**src/hw/rtl/rtufrc_pkg.sv**
```systemverilog
// Shared types, constants and the CRC-16/MODBUS byte update for the RTU
// frame receiver and classifier. No dependencies.
package rtufrc_pkg;

  // Default frame store capacity in bytes
  localparam int FRAME_CAPACITY_DEF = 256;

  localparam int HDR_BYTES   = 7;
  localparam int SILENCE_W   = 20;

  localparam logic [SILENCE_W-1:0] SILENCE_RESET = 20'd4009;
  localparam logic [SILENCE_W-1:0] SILENCE_MAX   = 20'hFFFFF;

  localparam logic [15:0] CRC_INIT = 16'hFFFF;
  localparam logic [15:0] CRC_POLY = 16'hA001;

  // Input command codes
  localparam logic CMD_BYTE = 1'b0;
  localparam logic CMD_TICK = 1'b1;

  // Function code fields
  localparam logic [7:0] FC_EXC_FLAG       = 8'h80;
  localparam logic [7:0] FC_CODE_MASK      = 8'h7F;
  localparam logic [7:0] FC_READ_HOLDING   = 8'h03;
  localparam logic [7:0] FC_READ_INPUT     = 8'h04;
  localparam logic [7:0] FC_WRITE_SINGLE   = 8'h06;
  localparam logic [7:0] FC_WRITE_MULTIPLE = 8'h10;

  typedef enum logic [1:0] {
    KIND_UNKNOWN   = 2'd0,
    KIND_REQUEST   = 2'd1,
    KIND_REPLY     = 2'd2,
    KIND_EXCEPTION = 2'd3
  } frame_kind_t;

  // Frame state seen by the classifier
  typedef struct packed {
    logic [15:0]                crc;
    logic [HDR_BYTES-1:0][7:0]  header;
  } trk_snap_t;

  // One classification result
  typedef struct packed {
    logic        frame_ok;
    frame_kind_t frame_kind;
    logic [7:0]  unit_id;
    logic [7:0]  function_code;
    logic [7:0]  exception_code;
    logic [15:0] first_word;
    logic [15:0] second_word;
    logic [7:0]  data_byte_count;
    logic [8:0]  frame_length;
  } result_t;

  // Reflected CRC-16 update over one byte, LSB first
  function automatic logic [15:0] crc16_byte(input logic [15:0] c, input logic [7:0] b);
    logic [15:0] r;
    r = c ^ {8'h00, b};
    for (int i = 0; i < 8; i++) begin
      if (r[0]) begin
        r = (r >> 1) ^ CRC_POLY;
      end else begin
        r = r >> 1;
      end
    end
    return r;
  endfunction

endpackage

```
**src/hw/rtl/rtufrc_intf.sv**
```systemverilog
// Valid/ready channel interfaces for the RTU frame receiver: input beats,
// result beats and the silence register write channel. Uses rtufrc_pkg.
interface rtufrc_in_if
  import rtufrc_pkg::*;
();
  logic       valid;
  logic       ready;
  logic       command;
  logic [7:0] rx_byte;

  modport source (output valid, output command, output rx_byte, input ready);
  modport sink   (input valid, input command, input rx_byte, output ready);
endinterface

interface rtufrc_out_if
  import rtufrc_pkg::*;
();
  logic        valid;
  logic        ready;
  logic        frame_ok;
  logic [1:0]  frame_kind;
  logic [7:0]  unit_id;
  logic [7:0]  function_code;
  logic [7:0]  exception_code;
  logic [15:0] first_word;
  logic [15:0] second_word;
  logic [7:0]  data_byte_count;
  logic [8:0]  frame_length;

  modport source (output valid, output frame_ok, output frame_kind, output unit_id,
                  output function_code, output exception_code, output first_word,
                  output second_word, output data_byte_count, output frame_length,
                  input ready);
  modport sink   (input valid, input frame_ok, input frame_kind, input unit_id,
                  input function_code, input exception_code, input first_word,
                  input second_word, input data_byte_count, input frame_length,
                  output ready);
endinterface

interface rtufrc_cfg_if
  import rtufrc_pkg::*;
();
  logic                 valid;
  logic                 ready;
  logic [SILENCE_W-1:0] data;

  modport source (output valid, output data, input ready);
  modport sink   (input valid, input data, output ready);
endinterface

```
**src/hw/rtl/rtufrc_tracker.sv**
```systemverilog
// Frame state tracker: open flag, silence counter, length, running CRC and
// header bytes. Flags the tick that closes a frame. Uses rtufrc_pkg.
module rtufrc_tracker
  import rtufrc_pkg::*;
#(
  parameter int FRAME_CAPACITY = FRAME_CAPACITY_DEF
) (
  input  logic                                  clk,
  input  logic                                  rst,
  input  logic                                  step,
  input  logic                                  command,
  input  logic [7:0]                            rx_byte,
  input  logic [SILENCE_W-1:0]                  silence_ticks,
  output logic                                  close,
  output logic [$clog2(FRAME_CAPACITY+1)-1:0]   len,
  output trk_snap_t                             snap
);

  localparam int LEN_W = $clog2(FRAME_CAPACITY + 1);

  logic                      open, open_next;
  logic [LEN_W-1:0]          len_next;
  logic [15:0]               crc, crc_next;
  logic [SILENCE_W-1:0]      cnt, cnt_next, cnt_inc;
  logic [HDR_BYTES-1:0][7:0] header;
  logic [LEN_W-1:0]          base_len;
  logic [15:0]               base_crc;
  logic                      store_byte;
  logic                      hdr_we;

  // A byte while idle starts from an empty frame
  assign base_len   = open ? len : '0;
  assign base_crc   = open ? crc : CRC_INIT;
  assign store_byte = (base_len < LEN_W'(FRAME_CAPACITY));
  assign hdr_we     = step && (command == CMD_BYTE) && (base_len < LEN_W'(HDR_BYTES));

  // Saturating silence count and close detect
  assign cnt_inc = (cnt == SILENCE_MAX) ? cnt : cnt + 1'b1;
  assign close   = (command == CMD_TICK) && open && (cnt_inc >= silence_ticks);

  always_comb begin
    open_next = open;
    len_next  = len;
    crc_next  = crc;
    cnt_next  = cnt;
    if (step) begin
      if (command == CMD_BYTE) begin
        open_next = 1'b1;
        cnt_next  = '0;
        len_next  = base_len;
        crc_next  = base_crc;
        if (store_byte) begin
          len_next = base_len + 1'b1;
          crc_next = crc16_byte(base_crc, rx_byte);
        end
      end else if (open) begin
        if (close) begin
          open_next = 1'b0;
          len_next  = '0;
          crc_next  = CRC_INIT;
          cnt_next  = '0;
        end else begin
          cnt_next = cnt_inc;
        end
      end
    end
  end

  always_ff @(posedge clk) begin
    if (rst) begin
      open <= 1'b0;
      len  <= '0;
      crc  <= CRC_INIT;
      cnt  <= '0;
    end else begin
      open <= open_next;
      len  <= len_next;
      crc  <= crc_next;
      cnt  <= cnt_next;
    end
  end

  // Header store, no reset
  always_ff @(posedge clk) begin
    if (hdr_we) begin
      header[base_len[2:0]] <= rx_byte;
    end
  end

  assign snap.crc    = crc;
  assign snap.header = header;

  // A closing tick leaves an empty, idle frame
  a_close_clears: assert property (@(posedge clk) disable iff (rst)
    step && close |=> !open && len == '0 && crc == CRC_INIT && cnt == '0)
    else $error("frame state not cleared after close");

  // Length never passes capacity
  a_len_cap: assert property (@(posedge clk) disable iff (rst)
    len <= LEN_W'(FRAME_CAPACITY))
    else $error("stored length above capacity");

endmodule

```
**src/hw/rtl/rtufrc_classifier.sv**
```systemverilog
// Frame check and classification from the tracker snapshot: CRC residue,
// length checks and function code decode. Uses rtufrc_pkg.
module rtufrc_classifier
  import rtufrc_pkg::*;
#(
  parameter int FRAME_CAPACITY = FRAME_CAPACITY_DEF
) (
  input  logic [$clog2(FRAME_CAPACITY+1)-1:0] len,
  input  trk_snap_t                           snap,
  output result_t                             res
);

  localparam int LEN_W = $clog2(FRAME_CAPACITY + 1);
  localparam int CMP_W = LEN_W + 9;

  logic [CMP_W-1:0] len_x;
  logic [7:0]       fc;
  logic             valid_frame;
  logic             is_len8;
  logic             reply_len_ok;
  logic             multi_len_ok;

  assign len_x        = CMP_W'(len);
  assign fc           = snap.header[1];
  assign valid_frame  = (len_x >= CMP_W'(4)) && (snap.crc == 16'h0000);
  assign is_len8      = (len_x == CMP_W'(8));
  assign reply_len_ok = (len_x == CMP_W'(snap.header[2]) + CMP_W'(5));
  assign multi_len_ok = (len_x >= CMP_W'(9))
                        && (len_x == CMP_W'(snap.header[6]) + CMP_W'(9));

  always_comb begin
    res = '0;
    if (valid_frame) begin
      res.frame_ok      = 1'b1;
      res.unit_id       = snap.header[0];
      res.function_code = fc;
      res.frame_length  = len_x[8:0];
      if (((fc & FC_EXC_FLAG) != 8'h00) && (len_x >= CMP_W'(5))) begin
        // Exception reply
        res.frame_kind     = KIND_EXCEPTION;
        res.function_code  = fc & FC_CODE_MASK;
        res.exception_code = snap.header[2];
      end else begin
        unique case (fc) inside
          FC_READ_HOLDING, FC_READ_INPUT: begin
            if (is_len8) begin
              res.frame_kind  = KIND_REQUEST;
              res.first_word  = {snap.header[2], snap.header[3]};
              res.second_word = {snap.header[4], snap.header[5]};
            end else if (reply_len_ok) begin
              res.frame_kind      = KIND_REPLY;
              res.data_byte_count = snap.header[2];
            end
          end
          FC_WRITE_SINGLE: begin
            if (is_len8) begin
              res.frame_kind  = KIND_REQUEST;
              res.first_word  = {snap.header[2], snap.header[3]};
              res.second_word = {snap.header[4], snap.header[5]};
            end
          end
          FC_WRITE_MULTIPLE: begin
            if (is_len8) begin
              res.frame_kind  = KIND_REPLY;
              res.first_word  = {snap.header[2], snap.header[3]};
              res.second_word = {snap.header[4], snap.header[5]};
            end else if (multi_len_ok) begin
              res.frame_kind      = KIND_REQUEST;
              res.first_word      = {snap.header[2], snap.header[3]};
              res.second_word     = {snap.header[4], snap.header[5]};
              res.data_byte_count = snap.header[6];
            end
          end
          default: begin
            res.frame_kind = KIND_UNKNOWN;
          end
        endcase
      end
    end
  end

endmodule

```
**src/hw/rtl/rtu_frame_receiver_classifier_unit.sv**
```systemverilog
// Top level of the RTU frame receiver and classifier: input register,
// tracker, classifier and result register. Uses rtufrc_pkg, rtufrc_intf.
// A closing tick passes through the input register, then its result loads the result register.
// Throughput: one input beat per cycle; the result register decouples output.
// Stalls only when a closing tick meets a full, unread result register.
// Reset (rst, synchronous): idle, length 0, CRC 0xFFFF, silence 4009 ticks.
module rtu_frame_receiver_classifier_unit
  import rtufrc_pkg::*;
#(
  parameter int FRAME_CAPACITY = FRAME_CAPACITY_DEF
) (
  input logic          clk,
  input logic          rst,
  rtufrc_in_if.sink    in_ch,
  rtufrc_out_if.source out_ch,
  rtufrc_cfg_if.sink   cfg_ch
);

  localparam int LEN_W = $clog2(FRAME_CAPACITY + 1);

  logic                 s1_valid;
  logic                 s1_cmd;
  logic [7:0]           s1_byte;
  logic                 advance;
  logic                 close;
  logic [LEN_W-1:0]     len;
  trk_snap_t            snap;
  result_t              res;
  logic                 out_valid;
  result_t              out_data;
  logic                 load;
  logic [SILENCE_W-1:0] silence_ticks;

  // Silence register write
  assign cfg_ch.ready = 1'b1;
  always_ff @(posedge clk) begin
    if (rst) begin
      silence_ticks <= SILENCE_RESET;
    end else if (cfg_ch.valid) begin
      silence_ticks <= cfg_ch.data;
    end
  end

  // Input register
  assign advance     = s1_valid && (!close || !out_valid || out_ch.ready);
  assign in_ch.ready = !s1_valid || advance;

  always_ff @(posedge clk) begin
    if (rst) begin
      s1_valid <= 1'b0;
    end else if (in_ch.valid && in_ch.ready) begin
      s1_valid <= 1'b1;
    end else if (advance) begin
      s1_valid <= 1'b0;
    end
  end

  always_ff @(posedge clk) begin
    if (in_ch.valid && in_ch.ready) begin
      s1_cmd  <= in_ch.command;
      s1_byte <= in_ch.rx_byte;
    end
  end

  rtufrc_tracker #(
    .FRAME_CAPACITY(FRAME_CAPACITY)
  ) u_tracker (
    .clk          (clk),
    .rst          (rst),
    .step         (advance),
    .command      (s1_cmd),
    .rx_byte      (s1_byte),
    .silence_ticks(silence_ticks),
    .close        (close),
    .len          (len),
    .snap         (snap)
  );

  rtufrc_classifier #(
    .FRAME_CAPACITY(FRAME_CAPACITY)
  ) u_classifier (
    .len (len),
    .snap(snap),
    .res (res)
  );

  // Result register
  assign load = advance && close;

  always_ff @(posedge clk) begin
    if (rst) begin
      out_valid <= 1'b0;
    end else if (load) begin
      out_valid <= 1'b1;
    end else if (out_ch.ready) begin
      out_valid <= 1'b0;
    end
  end

  always_ff @(posedge clk) begin
    if (load) begin
      out_data <= res;
    end
  end

  assign out_ch.valid           = out_valid;
  assign out_ch.frame_ok        = out_data.frame_ok;
  assign out_ch.frame_kind      = out_data.frame_kind;
  assign out_ch.unit_id         = out_data.unit_id;
  assign out_ch.function_code   = out_data.function_code;
  assign out_ch.exception_code  = out_data.exception_code;
  assign out_ch.first_word      = out_data.first_word;
  assign out_ch.second_word     = out_data.second_word;
  assign out_ch.data_byte_count = out_data.data_byte_count;
  assign out_ch.frame_length    = out_data.frame_length;

  // A bad frame reports all fields zero
  a_bad_frame_zero: assert property (@(posedge clk) disable iff (rst)
    out_valid && !out_data.frame_ok |-> out_data == '0)
    else $error("invalid frame with nonzero fields");

  // Only a checked frame gets a kind
  a_kind_needs_ok: assert property (@(posedge clk) disable iff (rst)
    out_valid && out_data.frame_kind != KIND_UNKNOWN |-> out_data.frame_ok)
    else $error("classified frame not marked ok");

  // A pending result is never overwritten
  a_no_overwrite: assert property (@(posedge clk) disable iff (rst)
    out_valid && !out_ch.ready |-> !load)
    else $error("result register overwritten while stalled");

endmodule
```
**src/flat_wrapper.sv**
```systemverilog
// flat-port wrapper written by rule: the top's interface ports become plain ports
module rtu_frame_receiver_classifier_unit_flat import rtufrc_pkg::*;
#(
  parameter int FRAME_CAPACITY = FRAME_CAPACITY_DEF
)
  (clk, rst, in_ch_valid, in_ch_command, in_ch_rx_byte, in_ch_ready, out_ch_valid, out_ch_frame_ok, out_ch_frame_kind, out_ch_unit_id, out_ch_function_code, out_ch_exception_code, out_ch_first_word, out_ch_second_word, out_ch_data_byte_count, out_ch_frame_length, out_ch_ready, cfg_ch_valid, cfg_ch_data, cfg_ch_ready);
  rtufrc_in_if in_ch_i ();
  rtufrc_out_if out_ch_i ();
  rtufrc_cfg_if cfg_ch_i ();
  input logic clk;
  input logic rst;
  input wire logic [$bits(in_ch_i.valid)-1:0] in_ch_valid;
  input wire logic [$bits(in_ch_i.command)-1:0] in_ch_command;
  input wire logic [$bits(in_ch_i.rx_byte)-1:0] in_ch_rx_byte;
  output wire logic [$bits(in_ch_i.ready)-1:0] in_ch_ready;
  output wire logic [$bits(out_ch_i.valid)-1:0] out_ch_valid;
  output wire logic [$bits(out_ch_i.frame_ok)-1:0] out_ch_frame_ok;
  output wire logic [$bits(out_ch_i.frame_kind)-1:0] out_ch_frame_kind;
  output wire logic [$bits(out_ch_i.unit_id)-1:0] out_ch_unit_id;
  output wire logic [$bits(out_ch_i.function_code)-1:0] out_ch_function_code;
  output wire logic [$bits(out_ch_i.exception_code)-1:0] out_ch_exception_code;
  output wire logic [$bits(out_ch_i.first_word)-1:0] out_ch_first_word;
  output wire logic [$bits(out_ch_i.second_word)-1:0] out_ch_second_word;
  output wire logic [$bits(out_ch_i.data_byte_count)-1:0] out_ch_data_byte_count;
  output wire logic [$bits(out_ch_i.frame_length)-1:0] out_ch_frame_length;
  input wire logic [$bits(out_ch_i.ready)-1:0] out_ch_ready;
  input wire logic [$bits(cfg_ch_i.valid)-1:0] cfg_ch_valid;
  input wire logic [$bits(cfg_ch_i.data)-1:0] cfg_ch_data;
  output wire logic [$bits(cfg_ch_i.ready)-1:0] cfg_ch_ready;
  assign in_ch_i.valid = in_ch_valid;
  assign in_ch_i.command = in_ch_command;
  assign in_ch_i.rx_byte = in_ch_rx_byte;
  assign in_ch_ready = in_ch_i.ready;
  assign out_ch_valid = out_ch_i.valid;
  assign out_ch_frame_ok = out_ch_i.frame_ok;
  assign out_ch_frame_kind = out_ch_i.frame_kind;
  assign out_ch_unit_id = out_ch_i.unit_id;
  assign out_ch_function_code = out_ch_i.function_code;
  assign out_ch_exception_code = out_ch_i.exception_code;
  assign out_ch_first_word = out_ch_i.first_word;
  assign out_ch_second_word = out_ch_i.second_word;
  assign out_ch_data_byte_count = out_ch_i.data_byte_count;
  assign out_ch_frame_length = out_ch_i.frame_length;
  assign out_ch_i.ready = out_ch_ready;
  assign cfg_ch_i.valid = cfg_ch_valid;
  assign cfg_ch_i.data = cfg_ch_data;
  assign cfg_ch_ready = cfg_ch_i.ready;
  rtu_frame_receiver_classifier_unit #(.FRAME_CAPACITY(FRAME_CAPACITY)) u_core (.clk(clk), .rst(rst), .in_ch(in_ch_i), .out_ch(out_ch_i), .cfg_ch(cfg_ch_i));
endmodule
```
**config.mk**
```make
export PLATFORM = sky130hd
export DESIGN_NAME = rtu_frame_receiver_classifier_unit_flat
export DESIGN_NICKNAME = d
export VERILOG_FILES = /design/src/hw/rtl/rtufrc_pkg.sv /design/src/hw/rtl/rtufrc_intf.sv /design/src/hw/rtl/rtufrc_tracker.sv /design/src/hw/rtl/rtufrc_classifier.sv /design/src/hw/rtl/rtu_frame_receiver_classifier_unit.sv /design/src/flat_wrapper.sv
export SDC_FILE = /design/constraint.sdc
export NUM_CORES = 1
export LEC_CHECK = 0
export ABC_AREA = 1
export BUFFER_PORTS_ARGS = -buffer_cell sky130_fd_sc_hd__buf_2
export CAP_MARGIN = 20
export CORE_MARGIN = 4
export CORE_UTILIZATION = 53
export DETAILED_ROUTE_END_ITERATION = 6
export PLACE_DENSITY = 0.73
export REMOVE_ABC_BUFFERS = 1
export SLEW_MARGIN = 20
export SYNTH_ARGS = -nofsm -noshare
export SYNTH_HDL_FRONTEND = slang
export SYNTH_HIERARCHICAL = 1
export SYNTH_SLANG_ARGS = --single-unit
```
**constraint.sdc**
```tcl
create_clock -name clk -period 4.95 [get_ports clk]
set_input_delay 0.495 -clock clk [delete_from_list [all_inputs] [get_ports clk]]
set_output_delay 0.495 -clock clk [all_outputs]
set_load 0.005 [all_outputs]
```
# [Word-level counts from Yosys, hierarchy flattened]
# Cells that the tools add are included.
[classes] n_bitwise=11 magnitude_cmp=8 add_sub_neg=4 reduce_logical=26 eq_ne=10 n_mux=71
[op_table] cell="$mux 16" count=35
[op_table] cell="$mux 20" count=4
[op_table] cell="$mux 40" count=2
[op_table] cell="$mux 76" count=1
[op_table] cell="$mux 32" count=2
[op_table] cell="$pmux 32 s2" count=1
[op_table] cell="$bwmux 56" count=1
[op_table] cell="$mux 9" count=5
[op_table] cell="$mux 8" count=4
[op_table] cell="$demux 8 s3" count=1
[op_table] cell="$not 2->3" count=8
[op_table] cell="$add 20x1->20 const B" count=1
[op_table] cell="$eq 20x20->1 const B" count=1
[op_table] cell="$ge 20x20->1" count=1
[op_table] cell="$eq 9x9->1" count=2
[op_table] cell="$ge 9x3->1 const B" count=2
[op_table] cell="$eq 8x3->1 const B" count=2
[op_table] cell="$logic_not 16->1" count=1
[op_table] cell="$pmux 8 s2" count=1
[op_table] cell="$xor 16x8->16" count=1
[op_table] cell="$logic_and 1x1->1" count=11
[op_table] cell="$add 8x3->9 const B" count=1
[op_table] cell="$add 8x4->9 const B" count=1
[op_table] cell="$add 9x1->9 const B" count=1
[op_table] cell="other kinds (20)" count=40
[totals] elab_cells=156 inputBits=34 register_bits=209 out_inout_bits=79

# [Logic depth before layout (Yosys ltp)]
# Gate-level depths: netlist of run 1.
[depth] depth_word=43 depth_mapped=27 ltp_nobuf=27

# [Cells and area by module]
# The synthesis of run 1 kept the hierarchy.
[modules_own_cells] module="rtufrc_tracker" cells_per_inst=663 instances=1 seq_area_each_um2=2602.5 area_each_um2=5491.5
[modules_own_cells] module="rtu_frame_receiver_classifier_unit" cells_per_inst=192 instances=1 seq_area_each_um2=2992.9 area_each_um2=3372.0
[modules_own_cells] module="rtufrc_classifier" cells_per_inst=349 instances=1 seq_area_each_um2=0.0 area_each_um2=1702.9

# [Least setup slack after synthesis of run 1]
# Ideal clock, no wire load.
[synth_path] kind="register to register" start="reg u_core.u_tracker.cnt[0]" end="reg u_core.u_tracker.header, in the netlist u_core/u_tracker/snap[40], enable pin" setup_ps=383 synth_period_minus_slack_ps=4399 path_stages_with_launch=26 slack_ps=551 path_buffers=0 required_ps=4567 t_arrival_ps=4015 path_cell_list="dfxtp_1 ha_1 inv_1 nor3_4 nand2_2 nor2_2 nand2_2 nor3_4 nor3_1 xor2_1 ha_1 nand2_1 nor2_1 nand2_1 inv_1 nand4_1 nand4_1 nand2_1 inv_1 a31oi_1 inv_1 nor2_1 inv_1 a2111oi_4 nand2_1 nor3_1"
[synth_via] elab_chain_cells=10 elab_cells_between_ends=11 cone_classes="1 x add/sub; 1 x order compare; 1 x eq/ne; 1 x mux; 7 x reduce/logical"
[synth_rtl] item="from (decl)" line_no="rtufrc_tracker.sv:24" source="logic [SILENCE_W-1:0] cnt, cnt_next, cnt_inc;"
[synth_rtl] item="from (signal assigned)" line_no="rtufrc_tracker.sv:79" source="cnt <= cnt_next;"
[synth_rtl] item="$add 20x1->20 / $eq 20x20->1 (equally long branches)" line_no="rtufrc_tracker.sv:38" source="assign cnt_inc = (cnt == SILENCE_MAX) ? cnt : cnt + 1'b1;"
[synth_rtl] item="$mux 20 *" line_no="rtufrc_tracker.sv:38"
[synth_rtl] item="$ge 20x20->1 *" line_no="rtufrc_tracker.sv:39" source="assign close = (command == CMD_TICK) && open && (cnt_inc >= silence_ticks);"
[synth_rtl] item="$logic_and 1x1->1 *" line_no="rtufrc_tracker.sv:39"
[synth_rtl] item="net u_core.close" line_no="rtu_frame_receiver_classifier_unit.sv:25" source="logic close;"
[synth_rtl] item="$logic_not 1->1 *" line_no="rtu_frame_receiver_classifier_unit.sv:45" source="assign advance = s1_valid && (!close || !out_valid || out_ch.ready);"
[synth_rtl] item="$logic_or 1x1->1 * (2 in a row)" line_no="rtu_frame_receiver_classifier_unit.sv:45"
[synth_rtl] item="$logic_and 1x1->1 *" line_no="rtu_frame_receiver_classifier_unit.sv:45"
[synth_rtl] item="net u_core.advance" line_no="rtu_frame_receiver_classifier_unit.sv:24" source="logic advance;"
[synth_rtl] item="$logic_and 1x1->1 * (2 in a row)" line_no="rtufrc_tracker.sv:35" source="assign hdr_we = step && (command == CMD_BYTE) && (base_len < LEN_W'(HDR_BYTES));"
[synth_rtl] item="to (signal, indexed assignment)" line_no="rtufrc_tracker.sv:86" source="header[base_len[2:0]] <= rx_byte;"
[synth_rtl] item="to (decl)" line_no="rtufrc_tracker.sv:25" source="logic [HDR_BYTES-1:0][7:0] header;"
# Mark *: on every way through the listed nets, which the timed path passes. The rest lies on a longest branch.
# A chain may end at the register's enable or synchronous reset.

# [Worst setup path after layout of run 1]
[layout_path] start="reg u_core.u_tracker.cnt[0]" end="reg u_core.u_tracker.header, in the netlist u_core/u_tracker/snap[29], enable pin"
# Same word-level chain as after synthesis.

==> out/qor.yml, run 1 <==
status: "completed"
track_usage_pct: 21.0
syn_avg_cell_area_um2: 8.78
clkSinkCount: 209
die_area_mm2: 0.0223
finalSetupViolCount: 0
syn_area_mm2: 0.0106
finalWorstSetupSlack_ns: 0.389
final_max_slew_viol_count: 0
fin_setup_tns_ns: 0
wirelength_um: 23700
drive_above_1_share_pct: 20.4
stdcell_area_mm2: 0.0121
cts-root-buf: "clkbuf_16"
power.leakage_nw: 4.79
clockBufferDepth: 3
path_class: "reg -> reg"
path_buf_inv: 7
vias_per_cell: 5.24
die_h_um: 149
pre_cts_slack_ns: 0.359
arrival_ns: 4.77
drc: 0
required_ns: 5.16
grt_pass1_wl_um: 38200
crit_top_cell: "inv_1"
synth.distinct_cells: 51
min_period_ns: 4.56
area_growth_pct: 14.6
die_x_um: 149
num_vias: 8370
cts_buffers: 22
port_buffers: 111
htree_levels: 1
totalPowerFinal_mw: 3.86
dr.pass1.iters: 5
p_per_area_mw_per_mm2: 319
insertion_delay_ns: 0.50
rows: 51
ys_seq_elements: 209
initial_core_util_pct: 54.1
critPathLaunchType: "flop"
diodes: 0
endpoint_kind: "flop"
grt_pass1_vias: 7747
fin_crit_sh_pct: 92.1
register_area_mm2: 0.00560
max_stage_delay_ns: 0.39
grt_start_max_net_pins: 35
worst_pin_slew_ns: 1.11
antenna_found_initial: 0
hold_class: "in -> reg"
syn_inst: 1204
placed_area_mm2: 0.0113
finalWeightedCongestion: 0.962
finalNetCount: 1375
skew_ns: 0.0110
ir_drop_mv: 0.255
critical_path.top_delay_family: "simple AND/OR/NAND/NOR gates"
critPathMaxFanout: 8
cts_tree: "yes"
yosysSeqAreaShare_pct: 53.0
hold_violations: 0
num_io_pins: 113
coreArea_mm2: 0.0195
path_clk_slew_ns: 0.06
overflow: 0
nFillCells: 1692
wl_per_cell_um: 14.8
max_freq_mhz: 219
dr.first_iter.drc_count: 580
yosysWarnings: 6
cap_violations: 0
antenna_left: 0
slew-limit-headroom_pct: 26.0
critPathSlowestCell: "dfxtp_1"
cts_hold_buffers: 0
hpwlAfterDp_um: 17000
multiInputGateArea_mm2: 0.00415
[path summary, 6_finish.rpt]
kind | endpoint | slack [ns] | depth (start not counted) | start
max | u_core/u_tracker/snap[29]$_DFFE_PP_ | 0.39 | 27 | u_core/u_tracker/cnt[0]$_SDFFE_PP0P_
min | u_core/s1_cmd$_DFFE_PP_ | 0.17 | 1 | in_ch_command
min reg2reg | u_core/silence_ticks[3]$_SDFFE_PP1P_ | 0.46 | 2 | u_core/silence_ticks[3]$_SDFFE_PP1P_
max reg2reg | u_core/u_tracker/snap[29]$_DFFE_PP_ | 0.39 | 27 | u_core/u_tracker/cnt[0]$_SDFFE_PP0P_
[placed cells by master, fill, tap and decap left out, drive strengths merged, types with 25 or more instances in the layout]
master	Yosys	final
nand2	325	325
nor2	162	162
inv	153	153
edfxtp	141	141
buf	28	127
a21oi	71	71
nand3	69	69
dfxtp	68	68
o21ai	50	50
clkbuf	10	26
nor3	25	25
[area by class of cell]
cell class | count | area share [%]
Tap cell | 265 | 2.74
Clock inverter | 13 | 1.40
Sequential cell | 209 | 46.2
Clock buffer | 26 | 4.85
Multi-Input combinational cell | 803 | 34.3
Timing Repair Buffer | 127 | 5.72
Inverter | 154 | 4.77
[timing repair]
action,in CTS,in global routing
setup endpoints to repair,0,51
gates resized for setup,0,2
setup buffers,0,4
hold endpoints to repair,0,0
[stage by stage]
stage	cells	hold slack, ns	utilization (%)
after floorplan	1166	0.429	-
after global placement	1554	0.442	57.9
after detailed placement	1554	0.445	57.9
after CTS	1593	0.155	61.8
after global routing	1597	0.153	62.0
final	1597	0.171	62.0
[flip-flops by register name, indices dropped and copies added (netlist names), 2 cells and up]
name                           cells
u_core/out_ch.data_byte_count      8
u_core/out_ch.frame_kind           2
u_core/u_tracker/snap             56
u_core/out_ch.unit_id              8
u_core/out_ch.first_word          16
u_core/out_ch.second_word         16
u_core/u_tracker/cnt              20
u_core/u_tracker/crc              16
u_core/out_ch.frame_length         9
u_core/silence_ticks              20
u_core/s1_byte                     8
u_core/u_tracker/len               9
u_core/out_ch.exception_code       8
u_core/out_ch.function_code        8
[cells by family (layout without fill, tap and decap cells)]
family                     after synthesis  count (layout)  synth area share, %
adders and majority gates               24              24                 2.84
DFF                                    209             209                 53.0
AOI/OAI and AO/OA                      143             143                 7.79
and+or+nand+nor                        610             610                 26.4
buffers and inverters                  192             320                 7.76
xor gates and xnor gates                25              25                 2.21
other                                    1               1               0.0355
[per-layer routing]
metal | track usage [%] | share of wire, % | vias up
li1 | - | - | 4166
met1 | 28.3 | 44 | 3903
met2 | 35.6 | 48 | 256
met3 | 2.95 | 5.7 | 45
met4 | 6.64 | 2.3 | 0
met5 | 0 | 0 | -
[power breakdown]
group | switching (mW) | total, mW | leakage, nW | internal (mW)
logic | 0.144 | 0.222 | 2.75 | 0.0783
clock network | 0.651 | 1.70 | 0.364 | 1.05
registers | 0.0444 | 1.93 | 1.68 | 1.89
total | 0.840 | 3.86 | 4.79 | 3.02
[cells in the mapped netlist, drive strengths merged]
master / count / share of area, %
buf: 28 / 1.9
a31oi: 3 / 0.32
nor4: 5 / 0.41
clkbuf: 10 / 0.36
dfxtp: 68 / 13
o21ai: 50 / 2.4
a2111oi: 1 / 0.26
nor3: 25 / 1.7
a211oi: 1 / 0.071
nand3: 69 / 3.5
a21boi: 1 / 0.071
o22ai: 2 / 0.12
conb: 1 / 0.035
inv: 153 / 5.4
nand2: 325 / 12
or2: 2 / 0.12
o221ai: 1 / 0.083
nand4: 22 / 1.4
xnor2: 7 / 0.58
a221o: 1 / 0.095
ha: 24 / 2.8
clkinv: 1 / 0.035
o41ai: 1 / 0.083
o21a: 1 / 0.071
o211ai: 10 / 0.71
nor2: 162 / 7.0
xor2: 18 / 1.6
edfxtp: 141 / 40
a21oi: 71 / 3.5
Power figures use the tool's default switching activity.
==> run 2, diff against run 1 <==
==> constraint.sdc (replaced) <==
create_clock -name clk -period 4.95 [get_ports clk]
set_input_delay 0.2475 -clock clk [delete_from_list [all_inputs] [get_ports clk]]
set_output_delay 0.2475 -clock clk [all_outputs]
set_load 0.005 [all_outputs]
==> run 2 against run 1 <==
Clock skew rose by 0.00097 ns. Die area unchanged. Combinational power increased by 9.0%. Worst hold slack got worse by 0.0086 ns. Power rose by 0.48%. Count of clock-buffer cells in the layout stayed put. Utilization grew 1.5 points.
==> out/qor.yml, run 2 (same netlist as run 1, synthesis figures left out) <==
area_growth_pct: 17.4
finalWeightedCongestion: 0.962  # unchanged
path_class: "reg -> reg"
path_clk_slew_ns: 0.06  # about the same
r2r_cells: 26  # -3.7%
nFillCells: 1659  # -2.0%
die_area_mm2: 0.0223  # unchanged
final_max_slew_viol_count: 0  # unchanged
skew_ns: 0.0120  # +0.000967 ns
rows: 51  # unchanged
arrival_ns: 4.80  # +0.03 ns
die_x_um: 149  # unchanged
p_per_area_mw_per_mm2: 312  # -1.9%
finalWorstSetupSlack_ns: 0.361  # -0.0283 ns
overflow: 0  # unchanged
dr.pass1.iters: 5  # unchanged
min_period_ns: 4.59  # +0.0283 ns
hold_class: "in -> reg"
num_io_pins: 113  # unchanged
reg2reg_to: "u_core/u_tracker/snap[29]$_DFFE_PP_"
num_vias: 8449  # +0.94%
finalSetupViolCount: 0  # unchanged
worst_pin_slew_ns: 1.10  # -0.00635 ns
grt_start_max_net_pins: 35  # unchanged
status: "completed"
final_cell_mix: "nand2_1, edfxtp_1, inv_1, nor2_1, buf_2"
wl_per_cell_um: 14.8  # -0.19%
cp-startpoint: "u_core/u_tracker/cnt[0]$_SDFFE_PP0P_"
critPathCapture: "u_core/u_tracker/snap[29]$_DFFE_PP_"
antenna_left: 0  # unchanged
cts-root-buf: "clkbuf_16"
multiInputGateArea_mm2: 0.00415  # unchanged
critPathMaxFanout: 8  # unchanged
max_freq_mhz: 218  # -0.62%
fin_crit_sh_pct: 92.7  # +0.57 points
cts_tree: "yes"
grt_pass1_vias: 7939  # +2.5%
critPathLaunchType: "flop"
slew-limit-headroom_pct: 26.4  # +0.42 points
hpwlAfterDp_um: 17000  # unchanged
drive_above_1_share_pct: 20.0  # -0.45 points
ir_drop_mv: 0.256  # +0.15%
largest_register_ffs: 56  # unchanged
port_buffers: 111  # unchanged
die_h_um: 149  # unchanged
dr.first_iter.drc_count: 592  # +2.1%
finalNetCount: 1405  # +2.2%
final_util_pct: 63.5  # +1.5 points
initial_core_util_pct: 54.1  # unchanged
antenna_found_initial: 0  # unchanged
grt_pass1_wl_um: 38900  # +2.0%
insertion_delay_ns: 0.51  # about the same
htree_levels: 1  # unchanged
wirelength_um: 24100  # +1.7%
diodes: 0  # unchanged
endpoint_kind: "flop"
power.leakage_nw: 4.92  # +2.6%
hold_violations: 0  # unchanged
fin_cells: 1627  # +1.9%
hold_ws_ns: 0.162  # -0.00860 ns
drc: 0  # unchanged
pre_cts_slack_ns: 0.359  # unchanged
coreArea_mm2: 0.0195  # unchanged
register_area_mm2: 0.00560  # unchanged
r2r-start: "u_core/u_tracker/cnt[0]$_SDFFE_PP0P_"
clockBufferDepth: 3  # unchanged
r2r_slack_ns: 0.36  # -0.03 ns
cap_violations: 0  # unchanged
clkSinkCount: 209  # unchanged
track_usage_pct: 21.5  # +0.44 points
cts_buffers: 22  # unchanged
required_ns: 5.16  # about the same
dpl.cell_count: 1554  # unchanged
vias_per_cell: 5.19  # -0.92%
layout_commonest_cell: "nand2_1"
[run 2: worst min-delay path by stage]
| stage | to | from | depth (start not counted) | slack [ns] |
|---|---|---|---|---|
| floorplan | u_core/s1_valid$_SDFFE_PP0P_ | rst | 1 | 0.32 |
| global placement | u_core/s1_byte[1]$_DFFE_PP_ | in_ch_rx_byte[1] | 1 | 0.43 |
| detailed placement | u_core/s1_byte[1]$_DFFE_PP_ | in_ch_rx_byte[1] | 1 | 0.43 |
| CTS | u_core/s1_valid$_SDFFE_PP0P_ | out_ch_ready | 4 | 0.15 |
| global route | u_core/silence_ticks[9]$_SDFFE_PP1P_ | cfg_ch_valid | 3 | 0.18 |
| finish | u_core/u_tracker/len[5]$_SDFFE_PP0P_ | rst | 2 | 0.16 |
[run 2: final cells by class]
type | instances | area share (%)
sequential | 209 | 45.1
multi-input combinational | 803 | 33.5
timing repair buffer | 157 | 8.00
clock buffer | 26 | 4.73
inverter | 154 | 4.66
tap | 265 | 2.67
clock inverter | 13 | 1.36
[run 2: timing repair]
item	in CTS	in global routing
hold buffers	30	0
hold endpoints to repair	30	0
setup buffers	0	4
setup endpoints to repair	0	51
resized for setup	0	2
[run 2: stage by stage]
step | power, mW | area [um^2] | setup TNS, ns
final | 3.88 | 12400 | 0
after global routing | 4.03 | 12400 | -0.738
after CTS | 3.90 | 12400 | 0
after detailed placement | 2.19 | 11300 | 0
after global placement | 2.18 | 11300 | 0
after floorplan | 2.11 | 10300 | 0
[run 2: where the power goes]
part           internal, mW  total, mW  switching [mW]
logic                0.0937      0.242           0.148
clock network          1.05       1.70           0.650
registers              1.89       1.93          0.0442
[run 2: critical path, cell delays in order (launching register included)]
cell,delay (ns)
dfxtp_1,0.39
ha_1,0.17
inv_1,0.09
nor3_4,0.27
nand2_2,0.13
nor2_2,0.13
nand2_2,0.10
nor3_4,0.28
nand2_1,0.08
o21ai_1,0.08
inv_1,0.06
ha_1,0.29
a21oi_1,0.16
o21ai_0,0.14
nand4_1,0.12
nand4_1,0.16
nand2_1,0.14
inv_1,0.08
a31oi_1,0.21
inv_1,0.06
nor2_1,0.14
inv_1,0.13
a2111oi_4,0.30
buf_4,0.18
nand2_1,0.05
nor3_1,0.16
buf_4,0.21
[run 2: layer usage]
layer / track usage (%) / part of all wire (%) / vias to the layer above
met5: 0 / 0 / -
met4: 7.41 / 2.9 / 0
li1: - / - / 4227
met1: 28.7 / 44 / 3905
met2: 36.3 / 47 / 263
met3: 2.89 / 5.8 / 54
